## src/pbf_pkg.sv

```systemverilog
// types, codes and helper functions of the packet header blocklist filter
package pbf_pkg;

	// command codes
	localparam logic [2:0] CMD_CLASSIFY  = 3'd0;
	localparam logic [2:0] CMD_SRC_IP    = 3'd1;
	localparam logic [2:0] CMD_DST_IP    = 3'd2;
	localparam logic [2:0] CMD_SRC_PORT  = 3'd3;
	localparam logic [2:0] CMD_DST_PORT  = 3'd4;

	// reason codes
	localparam logic [2:0] RSN_HTTP      = 3'd0;
	localparam logic [2:0] RSN_ICMP      = 3'd1;
	localparam logic [2:0] RSN_DNS       = 3'd2;
	localparam logic [2:0] RSN_SRC_IP    = 3'd3;
	localparam logic [2:0] RSN_DST_IP    = 3'd4;
	localparam logic [2:0] RSN_SRC_PORT  = 3'd5;
	localparam logic [2:0] RSN_DST_PORT  = 3'd6;
	localparam logic [2:0] RSN_DEFAULT   = 3'd7;

	// deciding layer codes
	localparam logic [1:0] LYR_L3        = 2'd0;
	localparam logic [1:0] LYR_L4        = 2'd1;
	localparam logic [1:0] LYR_L7        = 2'd2;

	// verdict codes
	localparam logic VRD_ACCEPT          = 1'b0;
	localparam logic VRD_DROP            = 1'b1;

	// well known ports and protocol
	localparam logic [15:0] PORT_HTTP     = 16'd80;
	localparam logic [15:0] PORT_HTTPS    = 16'd443;
	localparam logic [15:0] PORT_HTTP_ALT = 16'd8080;
	localparam logic [15:0] PORT_EPHEM    = 16'd1024;
	localparam logic [15:0] PORT_DNS      = 16'd53;
	localparam logic [7:0]  PROTO_ICMP    = 8'd1;

	// one request beat
	typedef struct packed {
		logic [2:0]  cmd;
		logic [31:0] src_ip;
		logic [31:0] dst_ip;
		logic [15:0] sport;
		logic [15:0] dport;
		logic [7:0]  protocol;
		logic [3:0]  entry_index;
		logic        entry_valid;
		logic [31:0] entry_addr;
		logic [5:0]  entry_prefix;
		logic [15:0] entry_port;
	} pbf_req_t;

	// one result beat
	typedef struct packed {
		logic       verdict;
		logic [2:0] reason;
		logic [1:0] layer;
	} pbf_rsp_t;

	// controller states
	typedef enum logic [2:0] {
		ST_IDLE,
		ST_DECODE,
		ST_SCAN,
		ST_FINISH,
		ST_RESULT
	} pbf_state_t;

	// controller to datapath commands
	typedef struct packed {
		logic capture;
		logic write;
		logic scan;
	} pbf_ctl_t;

	// datapath to controller status
	typedef struct packed {
		logic is_load;
		logic is_classify;
		logic early;
		logic scan_last;
	} pbf_sts_t;

	// prefix length to network mask, anything above 32 is an exact address
	function automatic logic [31:0] prefix_to_mask(input logic [5:0] pfx);
		logic [5:0] p;
		begin
			p = (pfx > 6'd32) ? 6'd32 : pfx;
			if (p == 6'd0) begin
				prefix_to_mask = 32'h0;
			end else begin
				prefix_to_mask = 32'hFFFF_FFFF << (6'd32 - p);
			end
		end
	endfunction

endpackage

```

## src/packet_header_blocklist_filter.sv

```systemverilog
// top level of the packet header blocklist filter
//
// Command channel: a request beat (req) is taken at a rising edge where start is
// high and busy is low. cmd selects a classify or a write into one of the four
// tables (source net, destination net, source port, destination port).
// Result channel: done is high for exactly one cycle and carries rsp (verdict,
// reason, layer). Only classify commands give a result; load and unused
// commands give none.
// A classify hitting an early accept (http response, icmp, dns) goes from the
// decode state straight to the result state. Any other classify scans the
// tables one entry per table per cycle in the scan state, then passes the finish
// state; the scan covers N entries, N being the larger of IP_TABLE_ENTRIES and
// PORT_TABLE_ENTRIES (16 at the defaults), through the single read port of each
// table ram. A load writes its table in the decode state before the next beat is
// taken. busy is low in the done cycle, so a new beat may be taken there.
// Reset clears all valid bits at once, so every table reads empty; there is no
// clearing pass. The receiver cannot stall: each result beat must be taken.
module packet_header_blocklist_filter import pbf_pkg::*; #(
	parameter int IP_TABLE_ENTRIES   = 16,
	parameter int PORT_TABLE_ENTRIES = 16
) (
	input  logic     clk,
	input  logic     arst_n,
	input  logic     start,
	output logic     busy,
	input  pbf_req_t req,
	output logic     done,
	output pbf_rsp_t rsp
);

	pbf_ctl_t ctl;
	pbf_sts_t sts;

	// sequencing
	pbf_ctrl u_ctrl (
		.clk    (clk),
		.arst_n (arst_n),
		.start  (start),
		.sts    (sts),
		.busy   (busy),
		.done   (done),
		.ctl    (ctl)
	);

	// tables and match logic
	pbf_dp #(
		.IP_TABLE_ENTRIES   (IP_TABLE_ENTRIES),
		.PORT_TABLE_ENTRIES (PORT_TABLE_ENTRIES)
	) u_dp (
		.clk    (clk),
		.arst_n (arst_n),
		.req    (req),
		.ctl    (ctl),
		.sts    (sts),
		.rsp    (rsp)
	);

endmodule

```

## src/pbf_ram.sv

```systemverilog
// generic simple dual port ram with registered read
module pbf_ram #(
	parameter int WIDTH = 32,
	parameter int DEPTH = 16
) (
	input  logic                                        clk,
	input  logic                                        we,
	input  logic [((DEPTH > 1) ? $clog2(DEPTH) : 1)-1:0] waddr,
	input  logic [WIDTH-1:0]                            wdata,
	input  logic [((DEPTH > 1) ? $clog2(DEPTH) : 1)-1:0] raddr,
	output logic [WIDTH-1:0]                            rdata
);

	logic [WIDTH-1:0] mem_q [DEPTH];

	// write port
	always_ff @(posedge clk) begin
		if (we) begin
			mem_q[waddr] <= wdata;
		end
	end

	// registered read port
	always_ff @(posedge clk) begin
		rdata <= mem_q[raddr];
	end

endmodule

```

## src/pbf_ctrl.sv

```systemverilog
// controller state machine of the blocklist filter
module pbf_ctrl import pbf_pkg::*; (
	input  logic     clk,
	input  logic     arst_n,
	input  logic     start,
	input  pbf_sts_t sts,
	output logic     busy,
	output logic     done,
	output pbf_ctl_t ctl
);

	pbf_state_t state_q;
	pbf_state_t state_d;

	// state register
	always_ff @(posedge clk or negedge arst_n) begin
		if (!arst_n) begin
			state_q <= ST_IDLE;
		end else begin
			state_q <= state_d;
		end
	end

	// next state
	always_comb begin
		state_d = state_q;
		case (state_q)
			ST_IDLE: begin
				if (start) state_d = ST_DECODE;
			end
			ST_DECODE: begin
				if (sts.is_classify && sts.early) begin
					state_d = ST_RESULT;
				end else if (sts.is_classify) begin
					state_d = ST_SCAN;
				end else begin
					state_d = ST_IDLE;
				end
			end
			ST_SCAN: begin
				if (sts.scan_last) state_d = ST_FINISH;
			end
			ST_FINISH: begin
				state_d = ST_RESULT;
			end
			ST_RESULT: begin
				state_d = start ? ST_DECODE : ST_IDLE;
			end
			default: begin
				state_d = ST_IDLE;
			end
		endcase
	end

	// outputs
	always_comb begin
		busy        = 1'b1;
		done        = 1'b0;
		ctl.capture = 1'b0;
		ctl.write   = 1'b0;
		ctl.scan    = 1'b0;
		case (state_q)
			ST_IDLE: begin
				busy        = 1'b0;
				ctl.capture = start;
			end
			ST_DECODE: begin
				ctl.write = sts.is_load;
			end
			ST_SCAN: begin
				ctl.scan = 1'b1;
			end
			ST_FINISH: begin
				busy = 1'b1;
			end
			ST_RESULT: begin
				busy        = 1'b0;
				done        = 1'b1;
				ctl.capture = start;
			end
			default: begin
				busy = 1'b1;
			end
		endcase
	end

endmodule

```

## src/pbf_dp.sv

```systemverilog
// datapath: request register, tables, scan counter and match logic
module pbf_dp import pbf_pkg::*; #(
	parameter int IP_TABLE_ENTRIES   = 16,
	parameter int PORT_TABLE_ENTRIES = 16
) (
	input  logic     clk,
	input  logic     arst_n,
	input  pbf_req_t req,
	input  pbf_ctl_t ctl,
	output pbf_sts_t sts,
	output pbf_rsp_t rsp
);

	localparam int IP_AW   = (IP_TABLE_ENTRIES > 1) ? $clog2(IP_TABLE_ENTRIES) : 1;
	localparam int PORT_AW = (PORT_TABLE_ENTRIES > 1) ? $clog2(PORT_TABLE_ENTRIES) : 1;
	localparam int MAXN    = (IP_TABLE_ENTRIES > PORT_TABLE_ENTRIES) ?
		IP_TABLE_ENTRIES : PORT_TABLE_ENTRIES;
	localparam int SW      = (MAXN > 1) ? $clog2(MAXN) : 1;

	localparam logic [SW-1:0] SCAN_LAST   = SW'(MAXN - 1);
	localparam logic [SW:0]   IP_SCAN_LIM = (SW + 1)'(IP_TABLE_ENTRIES);
	localparam logic [SW:0]   PT_SCAN_LIM = (SW + 1)'(PORT_TABLE_ENTRIES);
	localparam logic [8:0]    IP_IDX_LIM  = 9'(IP_TABLE_ENTRIES);
	localparam logic [8:0]    PT_IDX_LIM  = 9'(PORT_TABLE_ENTRIES);

	pbf_req_t req_q;
	logic [SW-1:0] scan_q;

	logic [IP_TABLE_ENTRIES-1:0]   src_net_vld_q;
	logic [IP_TABLE_ENTRIES-1:0]   dst_net_vld_q;
	logic [PORT_TABLE_ENTRIES-1:0] sport_vld_q;
	logic [PORT_TABLE_ENTRIES-1:0] dport_vld_q;

	logic src_ip_hit_q, dst_ip_hit_q, sport_hit_q, dport_hit_q;
	logic src_ip_ok_s1, dst_ip_ok_s1, sport_ok_s1, dport_ok_s1;

	logic [IP_AW-1:0]   ip_waddr, ip_raddr;
	logic [PORT_AW-1:0] pt_waddr, pt_raddr;
	logic               ip_idx_ok, pt_idx_ok, ip_scan_ok, pt_scan_ok;
	logic [31:0]        wmask;
	logic [63:0]        net_wdata;
	logic               we_src_net, we_dst_net, we_sport, we_dport;
	logic [63:0]        src_net_rd, dst_net_rd;
	logic [15:0]        sport_rd, dport_rd;
	logic               is_http, is_icmp, is_dns;

	// request register
	always_ff @(posedge clk) begin
		if (ctl.capture) begin
			req_q <= req;
		end
	end

	// load decode
	always_comb begin
		ip_idx_ok  = {5'd0, req_q.entry_index} < IP_IDX_LIM;
		pt_idx_ok  = {5'd0, req_q.entry_index} < PT_IDX_LIM;
		ip_waddr   = IP_AW'(req_q.entry_index);
		pt_waddr   = PORT_AW'(req_q.entry_index);
		wmask      = prefix_to_mask(req_q.entry_prefix);
		net_wdata  = {req_q.entry_addr & wmask, wmask};
		we_src_net = ctl.write && (req_q.cmd == CMD_SRC_IP) && ip_idx_ok;
		we_dst_net = ctl.write && (req_q.cmd == CMD_DST_IP) && ip_idx_ok;
		we_sport   = ctl.write && (req_q.cmd == CMD_SRC_PORT) && pt_idx_ok;
		we_dport   = ctl.write && (req_q.cmd == CMD_DST_PORT) && pt_idx_ok;
	end

	// valid bits
	always_ff @(posedge clk or negedge arst_n) begin
		if (!arst_n) begin
			src_net_vld_q <= '0;
			dst_net_vld_q <= '0;
			sport_vld_q   <= '0;
			dport_vld_q   <= '0;
		end else begin
			if (we_src_net) src_net_vld_q[ip_waddr] <= req_q.entry_valid;
			if (we_dst_net) dst_net_vld_q[ip_waddr] <= req_q.entry_valid;
			if (we_sport)   sport_vld_q[pt_waddr]   <= req_q.entry_valid;
			if (we_dport)   dport_vld_q[pt_waddr]   <= req_q.entry_valid;
		end
	end

	// table storage: network rows hold {addr, mask}
	pbf_ram #(.WIDTH(64), .DEPTH(IP_TABLE_ENTRIES)) u_src_net (
		.clk(clk), .we(we_src_net), .waddr(ip_waddr), .wdata(net_wdata),
		.raddr(ip_raddr), .rdata(src_net_rd)
	);
	pbf_ram #(.WIDTH(64), .DEPTH(IP_TABLE_ENTRIES)) u_dst_net (
		.clk(clk), .we(we_dst_net), .waddr(ip_waddr), .wdata(net_wdata),
		.raddr(ip_raddr), .rdata(dst_net_rd)
	);
	pbf_ram #(.WIDTH(16), .DEPTH(PORT_TABLE_ENTRIES)) u_sport (
		.clk(clk), .we(we_sport), .waddr(pt_waddr), .wdata(req_q.entry_port),
		.raddr(pt_raddr), .rdata(sport_rd)
	);
	pbf_ram #(.WIDTH(16), .DEPTH(PORT_TABLE_ENTRIES)) u_dport (
		.clk(clk), .we(we_dport), .waddr(pt_waddr), .wdata(req_q.entry_port),
		.raddr(pt_raddr), .rdata(dport_rd)
	);

	// scan address and range
	always_comb begin
		ip_raddr   = IP_AW'(scan_q);
		pt_raddr   = PORT_AW'(scan_q);
		ip_scan_ok = {1'b0, scan_q} < IP_SCAN_LIM;
		pt_scan_ok = {1'b0, scan_q} < PT_SCAN_LIM;
	end

	// scan counter and read stage flags
	always_ff @(posedge clk or negedge arst_n) begin
		if (!arst_n) begin
			scan_q       <= '0;
			src_ip_ok_s1 <= 1'b0;
			dst_ip_ok_s1 <= 1'b0;
			sport_ok_s1  <= 1'b0;
			dport_ok_s1  <= 1'b0;
		end else begin
			if (ctl.capture) begin
				scan_q <= '0;
			end else if (ctl.scan) begin
				scan_q <= scan_q + 1'b1;
			end
			src_ip_ok_s1 <= ctl.scan && ip_scan_ok && src_net_vld_q[ip_raddr];
			dst_ip_ok_s1 <= ctl.scan && ip_scan_ok && dst_net_vld_q[ip_raddr];
			sport_ok_s1  <= ctl.scan && pt_scan_ok && sport_vld_q[pt_raddr];
			dport_ok_s1  <= ctl.scan && pt_scan_ok && dport_vld_q[pt_raddr];
		end
	end

	// hit accumulation, one entry per table per cycle
	always_ff @(posedge clk or negedge arst_n) begin
		if (!arst_n) begin
			src_ip_hit_q <= 1'b0;
			dst_ip_hit_q <= 1'b0;
			sport_hit_q  <= 1'b0;
			dport_hit_q  <= 1'b0;
		end else if (ctl.capture) begin
			src_ip_hit_q <= 1'b0;
			dst_ip_hit_q <= 1'b0;
			sport_hit_q  <= 1'b0;
			dport_hit_q  <= 1'b0;
		end else begin
			if (src_ip_ok_s1 && ((req_q.src_ip & src_net_rd[31:0]) == src_net_rd[63:32]))
				src_ip_hit_q <= 1'b1;
			if (dst_ip_ok_s1 && ((req_q.dst_ip & dst_net_rd[31:0]) == dst_net_rd[63:32]))
				dst_ip_hit_q <= 1'b1;
			if (sport_ok_s1 && (req_q.sport == sport_rd))
				sport_hit_q <= 1'b1;
			if (dport_ok_s1 && (req_q.dport == dport_rd))
				dport_hit_q <= 1'b1;
		end
	end

	// early accept checks
	always_comb begin
		is_http = (req_q.sport inside {PORT_HTTP, PORT_HTTPS, PORT_HTTP_ALT}) &&
			(req_q.dport > PORT_EPHEM);
		is_icmp = req_q.protocol == PROTO_ICMP;
		is_dns  = (req_q.sport == PORT_DNS) || (req_q.dport == PORT_DNS);
	end

	// status to controller
	always_comb begin
		sts.is_load     = req_q.cmd inside {CMD_SRC_IP, CMD_DST_IP, CMD_SRC_PORT,
			CMD_DST_PORT};
		sts.is_classify = req_q.cmd == CMD_CLASSIFY;
		sts.early       = is_http || is_icmp || is_dns;
		sts.scan_last   = scan_q == SCAN_LAST;
	end

	// verdict in priority order
	always_comb begin
		if (is_http) begin
			rsp = '{verdict: VRD_ACCEPT, reason: RSN_HTTP, layer: LYR_L3};
		end else if (is_icmp) begin
			rsp = '{verdict: VRD_ACCEPT, reason: RSN_ICMP, layer: LYR_L3};
		end else if (is_dns) begin
			rsp = '{verdict: VRD_ACCEPT, reason: RSN_DNS, layer: LYR_L3};
		end else if (src_ip_hit_q) begin
			rsp = '{verdict: VRD_DROP, reason: RSN_SRC_IP, layer: LYR_L3};
		end else if (dst_ip_hit_q) begin
			rsp = '{verdict: VRD_DROP, reason: RSN_DST_IP, layer: LYR_L3};
		end else if (sport_hit_q) begin
			rsp = '{verdict: VRD_DROP, reason: RSN_SRC_PORT, layer: LYR_L4};
		end else if (dport_hit_q) begin
			rsp = '{verdict: VRD_DROP, reason: RSN_DST_PORT, layer: LYR_L4};
		end else begin
			rsp = '{verdict: VRD_ACCEPT, reason: RSN_DEFAULT, layer: LYR_L7};
		end
	end

endmodule

```

## config.mk

```make
export PLATFORM = sky130hd
export DESIGN_NAME = packet_header_blocklist_filter
export DESIGN_NICKNAME = d
export VERILOG_FILES = /design/src/pbf_pkg.sv /design/src/packet_header_blocklist_filter.sv /design/src/pbf_ram.sv /design/src/pbf_ctrl.sv /design/src/pbf_dp.sv
export SDC_FILE = /design/constraint.sdc
export NUM_CORES = 2
export LEC_CHECK = 0
export CAP_MARGIN = 20
export CORE_AREA = 3 3 493 348
export CTS_BUF_LIST = sky130_fd_sc_hd__clkbuf_8
export CTS_CLUSTER_SIZE = 30
export DETAILED_ROUTE_END_ITERATION = 8
export DIE_AREA = 0 0 496 351
export DONT_BUFFER_PORTS = 1
export HOLD_SLACK_MARGIN = 0.1
export PLACE_DENSITY_LB_ADDON = 0.2
export SETUP_SLACK_MARGIN = 0.3
export SYNTH_ARGS = -nofsm -noshare
export SYNTH_HDL_FRONTEND = slang
export SYNTH_SLANG_ARGS = --single-unit
```

## constraint.sdc

```tcl
create_clock -name clk -period 6.3 [get_ports clk]
set_input_delay 0.63 -clock clk [delete_from_list [all_inputs] [get_ports clk]]
set_output_delay 0.63 -clock clk [all_outputs]
set_load 0.01 [all_outputs]
```

; ---- Word level (Yosys, flattened, before mapping)
; Memory sizes are Yosys's and may differ from the RTL's. A register that Yosys moved wholly into a read port is not among the register bits.
; Index checks and enable logic that the tools add are counted.
[word_totals]
out_inout_bits = 8
mem_count = 4
ramBits = 2560
regBits = 245
elab_cells = 143
[op_classes]
eq_ne = 21
bitwise_logic = 3
shift = 1
addsub = 2
n_reduce_logical = 30
n_mux = 52
order_cmp = 5
[memory_table]
columns = name, depth, width, read_ports, rd_clocked_by_memory_dff, wr, line_no
row1 = u_dp.u_dst_net.mem_q, 16, 64, 1, 1, 1, pbf_ram.sv:14  ; logic [WIDTH-1:0] mem_q [DEPTH];
row2 = u_dp.u_src_net.mem_q, 16, 64, 1, 1, 1, pbf_ram.sv:14
row3 = u_dp.u_dport.mem_q, 16, 16, 1, 1, 1, pbf_ram.sv:14
row4 = u_dp.u_sport.mem_q, 16, 16, 1, 1, 1, pbf_ram.sv:14
[op_table]
columns = operator, count
row1 = 32-bit AND, 3
row2 = 16-bit bitwise mux, 4
row3 = 32-bit == test, 2
row4 = 6-bit two-way mux, 8
row5 = 16-bit == test, 2
row6 = "16-bit by 6-bit == test with 1-bit output, second input constant", 2
row7 = 32-bit two-way mux, 1
row8 = "32-bit by 6-bit left shift with 32-bit output, first input constant", 1
row9 = 1-bit two-way mux, 27
row10 = 1-bit binary-select mux with 4-bit select, 4
row11 = "16-bit by 13-bit == test with 1-bit output, second input constant", 1
row12 = "16-bit by 7-bit == test with 1-bit output, second input constant", 1
row13 = "16-bit by 9-bit == test with 1-bit output, second input constant", 1
row14 = "16-bit by 11-bit greater-than comparator with 1-bit output, second input constant", 1
row15 = 1-bit logical AND, 15
row16 = 3-bit one-hot mux with 5 select lines, 1
row17 = "3-bit by 2-bit == test with 1-bit output, second input constant", 4
row18 = "4-bit by 5-bit < comparator with 1-bit output, second input constant", 2
row19 = 2-bit nonzero test, 5
row20 = 3-bit two-way mux, 3
row21 = "8-bit by 1-bit == test with 1-bit output, second input constant", 1
row22 = 4-bit two-way mux, 2
row23 = "3-bit by 1-bit == test with 1-bit output, second input constant", 2
row24 = "3-bit == test, second input constant", 2
row25 = other kinds (15), 19

; ---- Logic depth before layout (Yosys ltp)
[depth]
ltp_word = 8
ltp_mapped = 10
depth_no_buf = 9

; ---- Modules after synthesis
; From an unflattened synthesis, not the netlist that was laid out.
[hier_totals]
hier_cells = 4993
area_unflattened_um2 = 110295.8
[modules_own_cells]
columns = module, n_inst, area_each_um2, cells_per_inst
row1 = pbf_ram (u_dp.u_dst_net ...), 2, 39581.7, 1647
row2 = pbf_dp, 1, 10872.9, 817
row3 = pbf_ram (u_dp.u_sport), 1, 10043.4, 432
row4 = pbf_ram (u_dp.u_dport), 1, 10042.1, 432
row5 = pbf_ctrl, 1, 173.9, 18

; ---- Worst setup path after synthesis
; OpenSTA, ideal clock, no wires.
[synth_timing]
path_kind = input to register
startpoint = input port start
endpoint = register u_dp.req_q, in the netlist u_dp.ip_waddr[0] (enable)
arrival_time_ps = 3841
path_slack_ps = 926
cell_stages = 2
t_required_ps = 4767
cell_sequence = nand2_1 clkinv_1
[synth_rtl]
columns = item, line_no
row1 = start: declaration, packet_header_blocklist_filter.sv:24  ; input logic start,
row2 = end signal: assignment, pbf_dp.sv:50  ; req_q <= req;
row3 = end: declaration, pbf_dp.sv:26  ; pbf_req_t req_q;

==> reports/qor.yml <==
drc: 0
setup_tns_ns: 0
fp.dieArea_um2: 174100
ys.flop_type: "edfxtp_1"
numCtsBuffers: 419
htreeDepth: 5
dp_cells: 6702
die_w_um: 496
end_kind: "output port"
core_area_um2: 166400
cts.path.max_buffers: 4
grt_pass1_wl_um: 386000
grt_pass1_vias: 52370
drtAntennaViolNets: 0
worst_hold_path_type: "primary input to register"
drive_gt1_share_pct: 30.36
yosys_warnings: 0
cp.required_ns: 5.67
min_period_ns: 4.144
grt_usage_pct: 31.92
rsz0062_at_grt: "no"
syn_area_um2: 110100
timing.final.crit_share_pct: 65.78
start_kind: "register"
netlist_top_cells_area: "edfxtp_1, mux4_2, dfxtp_1, dfrtp_1, xnor2_1"
yosys-mux-area-fraction_pct: 17.44
hpwlAfterDp_um: 140700
fin_cells: 7693
cts_sinks: 2965
path_max_fanout: 8
synth_edf_count: 2726
synth_xor_xnor_area_share_pct: 0.7799
ys_seq_elements: 2965
power.total_mw: 42.53
fillers: 8662
dr.first_iter.drc_count: 8023
ff2ff_setup_slack_ns: 2.29
num_rows: 125
synth_fa_ha_area_share_pct: 0.05684
path_cells: "nor4_1, nand4_1, o22ai_1, nor2_1, o21a_1"
clock_latency_ns: 1.08
io_pins: 177
io_buffers: 0
relSlewSlack_pct: 22.19
synth_cells: 4533
powerDensity_nw_per_um2: 343.3
fin_skew_ns: 0.07923
cts_tree: "yes"
worst_path_max_delay_cell: "o22ai_1"
setup-violations-final: 0
die_y_um: 351
dr_total_vias: 52750
antenna_found_initial: 14
cpPeakStageDelay_ns: 0.73
grt_max_degree: 139
vdd_drop_max_v: 0.0002851
hold_violations: 0
initial_utilization_pct: 66.14
clkTransAtPathRegs_ns: 0.07
synth_largest_area_cell: "edfxtp_1"
ys_seq_area_share_pct: 79.08
finalWirelength_um: 271100
gp_congestion: 0.8162
cap_violations: 0
avgSynthCellArea_um2: 24.28
synth_cell_types: 55
r2r-start: "u_dp.req_q[21]$_DFFE_PP_"
critPathKind: "register to output port"
tightest_slew_ns: 1.164
fmax_mhz: 241.3
hold_path.startpoint: "req[39]"
drtPass1Iterations: 6
synth_simple_gate_area_share_pct: 1.434
crit_arrival_ns: 3.51
wl_per_cell_um: 35.24
maxSlewViolCount: 0
synth-compound-area-share_pct: 0.2296
async_flop_share_pct: 2.664
final_nets: 5300
synth_top_family_by_area: "multiplexers"
status: "completed"
worstSetupStartpoint: "u_dp.req_q[68]$_DFFE_PP_"
area_delta_synth_final_pct: 12.56
globalRouteOverflowTotal: 0
cts-root-buf: "clkbuf_8"
via_per_inst: 6.857
synth.net_count: 4707
synth_top_area_share_pct: 74.38
leakage_nw: 39.12
## critical path: cells and delay by family (launching register included)
family,cells,cell delay (ns)
AOI/OAI and AO/OA,2,0.98
DFF,1,0.43
and+or+nand+nor,3,1.03
## kinds of logic (layout without fill, tap and decap cells)
family          count (synthesis)  in the layout
compound gates                 40             40
xor+xnor                       98             98
fa+ha+maj                       5              5
buf+inv                       212           1133
flops                        2965           2965
mux                           885            885
other cells                     0             17
simple gates                  328            328
## routing by layer
metal	GRT usage, %	share of wire (%)	vias up
li1	-	-	20480
met1	48.55	37	27890
met2	46.93	46	3888
met3	8.918	13	495
met4	8.791	2.7	2
met5	0	0.088	-
## metrics by stage
stage	setup WS [ns]	hold WS (ns)	utilization, %	cell area (µm²)
2_1_floorplan	0.9261	0.3344	-	110100
3_3_place_gp	2.115	0.3505	68.28	113600
5_1_grt	1.982	0.1196	74.43	123900
6_report	2.156	0.1808	74.44	123900
4_1_cts	2.212	0.1010	74.14	123400
3_5_place_dp	2.352	0.3507	68.31	113700
## sequential cells by signal, summed over array words and instances (netlist names), 4 cells and up
| signal | flops |
|---|---|
| u_dp.dport_vld_q | 16 |
| u_dp.dst_net_vld_q | 16 |
| u_dp.ip_raddr | 4 |
| u_dp.ip_waddr | 4 |
| u_dp.req_q | 162 |
| u_dp.sport_vld_q | 16 |
| u_dp.src_net_vld_q | 16 |
| u_dp.u_dport.mem_q | 256 |
| u_dp.u_dport.rdata | 16 |
| u_dp.u_dst_net.mem_q | 1024 |
| u_dp.u_dst_net.rdata | 64 |
| u_dp.u_sport.mem_q | 256 |
| u_dp.u_sport.rdata | 16 |
| u_dp.u_src_net.mem_q | 1024 |
| u_dp.u_src_net.rdata | 64 |
## synthesized netlist by cell type, drive strengths merged, types with 2 or more instances
| master | count |
|---|---|
| nor4 | 20 |
| o31ai | 3 |
| nor2b | 11 |
| and2 | 31 |
| inv | 9 |
| buf | 116 |
| nor3 | 17 |
| ha | 5 |
| nor2 | 104 |
| nand4 | 16 |
| xor2 | 7 |
| a31oi | 3 |
| nand2 | 93 |
| dfxtp | 160 |
| or3b | 2 |
| a21boi | 2 |
| and4b | 5 |
| clkbuf | 85 |
| xnor2 | 91 |
| mux2 | 64 |
| o31a | 2 |
| dfrtp | 79 |
| clkinv | 2 |
| nor3b | 6 |
| and3 | 2 |
| edfxtp | 2726 |
| mux4 | 820 |
| a21oi | 10 |
| nor4bb | 2 |
| nand3 | 12 |
| o21ai | 12 |
## final timing paths
| check | cells past startpoint | endpoint |
|---|---|---|
| worst min-delay path | 1 | u_dp.req_q[39]$_DFFE_PP_ |
| min in group asynchronous | 2 | u_dp.dport_vld_q[12]$_DFFE_PN0P_ |
| worst max-delay path | 5 | rsp[2] |
| worst max register to register | 9 | u_dp.u_src_net.mem_q[6][39]$_DFFE_PP_ |
| max in group asynchronous | 3 | u_dp.dst_net_vld_q[6]$_DFFE_PN0P_ |
| worst min register to register | 1 | u_dp.dst_net_vld_q[10]$_DFFE_PN0P_ |
## cells in the final DEF (no fill, tap or decap), drive strengths merged, types with 12 or more instances in the layout
cell | netlist | routed
buf | 116 | 173
o21ai | 12 | 12
nor3 | 17 | 17
dfrtp | 79 | 79
nor2 | 104 | 104
nor4 | 20 | 20
edfxtp | 2726 | 2726
nand3 | 12 | 12
xnor2 | 91 | 91
nand4 | 16 | 16
inv | 9 | 170
dfxtp | 160 | 160
and2 | 31 | 31
diode | 0 | 17
mux2 | 64 | 64
mux4 | 820 | 820
clkbuf | 85 | 463
nand2 | 93 | 93
dlygate4sd3 | 0 | 200
clkinv | 2 | 118
## final cells by class
type                            instances  area (µm²)  area share, %
Timing Repair Buffer                  373        3906          3.153
Clock buffer                          463        6372          5.144
Multi-Input combinational cell       1356       22380          18.06
Tap cell                             2222        2780          2.244
Antenna cell                           17       42.54        0.03434
Clock inverter                        286        1301          1.050
Inverter                               11       48.80        0.03939
Sequential cell                      2965       87050          70.27
## report_power, final
group	leakage [nW]	internal, mW	switching (mW)	total, mW
Clock	4.56	6.96	7.02	14.0
Combinational	7.40	2.74	2.86	5.61
Sequential	27.2	22.5	0.461	22.9
Total	39.1	32.2	10.3	42.5
## what timing repair did
action / CTS / global route
resized for setup: 0 / 0
hold buffers: 201 / 0
endpoints found under the hold margin: 248 / 0
buffers inserted: 0 / 0
Power figures use the tool's default switching activity.
